$ cat config.mk
export PLATFORM = sky130hd
export DESIGN_NAME = micv_ram
export DESIGN_NICKNAME = d
export VERILOG_FILES = /design/src/rtl/micv_ram.sv
export SDC_FILE = /design/constraint.sdc
export NUM_CORES = 1
export LEC_CHECK = 0
export BUFFER_PORTS_ARGS = -buffer_cell sky130_fd_sc_hd__buf_2
export CORE_MARGIN = 10
export CORE_UTILIZATION = 53
export DETAILED_ROUTE_END_ITERATION = 7
export GPL_ROUTABILITY_DRIVEN = 0
export PLACE_DENSITY = 0.72
export SLEW_MARGIN = 20
export SYNTH_ARGS = -nofsm -noshare
export SYNTH_HDL_FRONTEND = slang
export SYNTH_SLANG_ARGS = --single-unit
$ cat constraint.sdc
create_clock -name clock -period 2.5 [get_ports clock]
set_clock_uncertainty 0.1 [all_clocks]
set_input_delay 0.5 -clock clock [delete_from_list [all_inputs] [get_ports clock]]
set_output_delay 0.5 -clock clock [all_outputs]
set_load 0.01 [all_outputs]
$ cat src/rtl/micv_ram.sv
module micv_ram #(
   parameter int WIDTH = 8,
   parameter int DEPTH = 64
) (
   input  logic                     clock,
   input  logic                     wr_en,
   input  logic [$clog2(DEPTH)-1:0] wr_addr,
   input  logic [WIDTH-1:0]         wr_data,
   input  logic                     rd_en,
   input  logic [$clog2(DEPTH)-1:0] rd_addr,
   output logic [WIDTH-1:0]         rd_data
);

   logic [WIDTH-1:0] mem_ff [DEPTH];
   logic [WIDTH-1:0] rd_data_ff;

   always_ff @(posedge clock) begin
      if (wr_en) begin
         mem_ff[wr_addr] <= wr_data;
      end
      if (rd_en) begin
         rd_data_ff <= mem_ff[rd_addr];
      end
   end

   assign rd_data = rd_data_ff;

endmodule

== Word-level counts from Yosys, hierarchy flattened ==
Memories as Yosys holds them, arrays and structs flattened. A register that Yosys moved wholly into a read port is not among the register bits.
Index checks and enable logic that the tools add are counted.
W data, S select, Z words.
Operators by class
  add/sub/neg operators: 0
  multiply operators: 0
  divide/modulo/power cells: 0
  magnitude comparators: 0
  eq/ne operators: 0
  shift operators: 0
  muxes and demuxes: 2
  bitwise gates (word level): 0
  reduce and logical (&&, ||, !) cells: 0
Operators by type and width (number)
  $mux W1: 2
Storage, ports and cells
  register bits: 0
  latch bits: 0
  bits in writable memories: 512
  memory bits (read-only): 0
  output and inout bits: 8
  logic and storage cells: 3
  memories kept: 1
Memories
  mem_ff: words 64, bits a word 8, rd ports 1, clocked after memory_dff 1, write ports 1, RTL line 14  | logic [WIDTH-1:0] mem_ff [DEPTH];

== Depth between registers and ports, before layout ==
  depth in word-level cells: 2
  depth in mapped cells: 9

== Worst setup path before layout ==
No wires, ideal clock.
  path kind: input -> register
  start point: input rd_addr[1]
  end point: register rd_data_ff[3], in the netlist rd_data[3] (read register of mem_ff), data pin
  library setup time: 0.266 ns
  data arrival time: 2.040 ns
  path slack: 0.094 ns
  stages: 7
  buffers on the path: 3
  path through: buf_4 -> buf_2 -> buf_2 -> mux4_2 -> mux4_2 -> o21ai_1 -> o41ai_1
RTL lines
  start: declaration: RTL line 10  | input logic [$clog2(DEPTH)-1:0] rd_addr,
  end: declaration: RTL line 15  | logic [WIDTH-1:0] rd_data_ff;

==> impl_results.md <==
- Post-synth top area share: 77.1%
- Minimum setup slack after placement: -0.676 ns
- Root Buffer Master: clkbuf_16
- Final Setup Violations: 0
- Leak Pwr: 0.00773 uW
- Relative slew margins: 48.2%
- Height of the die: 215 um
- Setup repair after global routing missed its margin: no
- Endpoint required time on the critical path: 2.72 ns
- CP top delay family: multiplexers
- Worst path buffer plus inverter count: 2
- Width of the die: 215 um
- Register area share after synthesis: 77.1%
- Outcome: complete, no violations
- Hold/Removal Path Class: in -> reg
- Final instance area: 0.0237 mm^2
- Post-route minimum period: 2.29 ns
- Initial detailed-routing violation count: 1241
- Fraction of layout instances using a drive strength above 1: 33.8%
- Top cell type by total area after synthesis: edfxtp_1
- Maximum achievable frequency: 438 MHz
- Total congestion overflow: 0
- Hold Worst Slack: 0.191 ns
- Synthesized cell area: 0.0202 mm^2
- Cell with the most instances after synthesis: edfxtp_1
- Kind of launch point of the worst setup path: primary input
- Warnings, synthesis: 0
- Initial Utilization: 53.8%
- Number of port buffers: 30
- Power per cell area: 757 mW/mm^2
- Count of flip-flops with a built-in enable after synthesis: 520
- HPWL after detailed placement: 29300 um
- Layout overhead on the synthesized area: 17.1%
- Largest vdd supply drop: 0.576 mV
- Max Fanout on Critical Path: 15
- Clk buf depth: 3
- Area of the die: 0.0464 mm^2
- Per-cell via count in the routed design: 6.07
- Global-route wire length before repair: 68700 um
- Number of nets in the layout: 1152
- Unique cell type count in the Yosys netlist: 39
- Number of instances in the synthesized netlist: 940
- Cell with the biggest individual delay on the critical path: mux4_2
- Largest net degree at the start of global routing: 65
- Type of destination of the critical path: flop
- Antenna-violating nets left: 0
- Clock latency on the worst-skew pair: 0.59 ns
- Area of the core region: 0.0377 mm^2
- Max-slew violations: 0
- Post-synthesis async set-or-reset flop share: 0%
- Via count of the first global-routing pass: 10.5k
- CP max stage delay: 0.48 ns
- Arrival time reported for the critical path endpoint: 2.50 ns
- WS Path Type: in -> reg
- Measured slew at the worst slew-check pin: 0.777 ns
- Max_cap viols: 0
- Number of buffers created by CTS: 51
- Residual DRC: 0
- Initial antenna violation count: 8
- WL/cell: 27.3 um
- Row Count: 71
- Dominant synthesized flop cell: edfxtp_1
- Gr usage total: 19.9%
- Post-synth net total: 963
- Final setup margin: 0.215 ns
- Hold violation total from the final report: 0
- Clock tree from TritonCTS: done
- CTS clock-pin slew for the worst setup and hold paths: 0.06 ns
- DP Area: 0.0221 mm^2
- Number of search-and-repair iterations in the first detailed-routing pass: 5
- Vias: 10.2k
- Clk sink count: 520
- Ranking of synthesized cells by area: edfxtp_1 (77%), mux4_2 (14%), nor2_1 (1.5%)
- H-tree depth reported by CTS: 2
- Most instantiated cells after synthesis: edfxtp_1 (520), mux4_2 (126), nor2_1 (83), mux2i_1 (23), nand2_1 (19)
- Final cycle utilization of the critical path: 91.4%
- Ordered cell list for the critical path: clkbuf_8 -> buf_12 -> mux4_2 -> mux2_2 -> o221a_2 -> nor3_1 -> o32ai_1
- Non-Filler Instances: 1678
- Final Routed Wirelength: 45700 um
- Register bit count reported by yosys: 520
- Overall power of the completed layout: 17900 uW
- Count of placed standard cells including taps: 1587
- Boundary pin count: 31
- Post-Syn Area per Cell: 21.5 um^2
==> worst reg2reg max path, stage by stage (launching register included) <==
cell and delay (ns):
edfxtp_1 0.37, mux4_2 0.45, mux2_2 0.27, o221a_2 0.30, nor3_1 0.35, o32ai_1 0.16
==> cells by family after synthesis <==
logic type	count (synthesis)	share of synthesized area, %
AND/OR/NAND/NOR	153	3.37
AO/OA/AOI/OAI	54	2.06
buffers and inverters	51	1.56
multiplexers	162	15.9
flip-flops	520	77.1
==> cell usage in the layout, fill, tap and decap left out, types with 13 or more instances in the layout <==
cell | synthesis | routed
edfxtp_1 | 520 | 520
buf_4 | 13 | 141
mux4_2 | 126 | 126
nor2_1 | 83 | 83
clkbuf_16 | 0 | 53
buf_2 | 11 | 27
mux2i_1 | 23 | 23
nand2_1 | 19 | 19
buf_12 | 2 | 18
nor2b_1 | 14 | 14
clkinv_1 | 0 | 14
mux2_2 | 13 | 13
nand3_1 | 13 | 13
==> report_power, final <==
part	total [uW]	switching [uW]	internal, uW
clock	7250	3100	4140
sequential	9700	31.1	9670
combinational	997	567	429
==> timing repair <==
item / in CTS / in global routing
hold buffers: 0 / 0
buffers inserted: 0 / 0
resized for setup: 1 / 2
setup endpoints to repair: 1 / 2
==> flip-flops by register name, summed over array words and instances (netlist names) <==
register	cells
rd_data	8
mem_ff	512
==> metal layers <==
layer	GRT usage, %	vias to the layer above	share of wire [%]
met5	0	-	0.11
met4	6.67	8	2.9
met3	4.69	91	10
met2	31.1	537	48
met1	27.3	5248	39
li1	-	4307	-
==> metrics by stage <==
step	utilization (%)	TNS (ns)
3_3_place_gp	58.8	-3.11
2_1_floorplan	-	0
6_report	62.9	0
4_1_cts	62.9	0
3_5_place_dp	58.8	-2.82
5_1_grt	62.9	0
==> worst paths after layout <==
check,start,endpoint,slack [ns],cells after the start
max,rd_addr[0],rd_data[6],0.21,7
min,rd_en,rd_data[5],0.19,1
max reg2reg,mem_ff[24][6],rd_data[6],0.23,5
min reg2reg,mem_ff[30][4],rd_data[4],0.81,3
==> area by class of cell <==
cell class              instances  area (um^2)
flip-flops and latches        520        15600
diodes                          4         10.0
well taps                     511          639
clock buffers                  63         1360
clock inverters                24          186
multi-input cells             369         4330
repair buffers                187         1570
fillers                      2520        14000
Power figures use the tool's default switching activity.
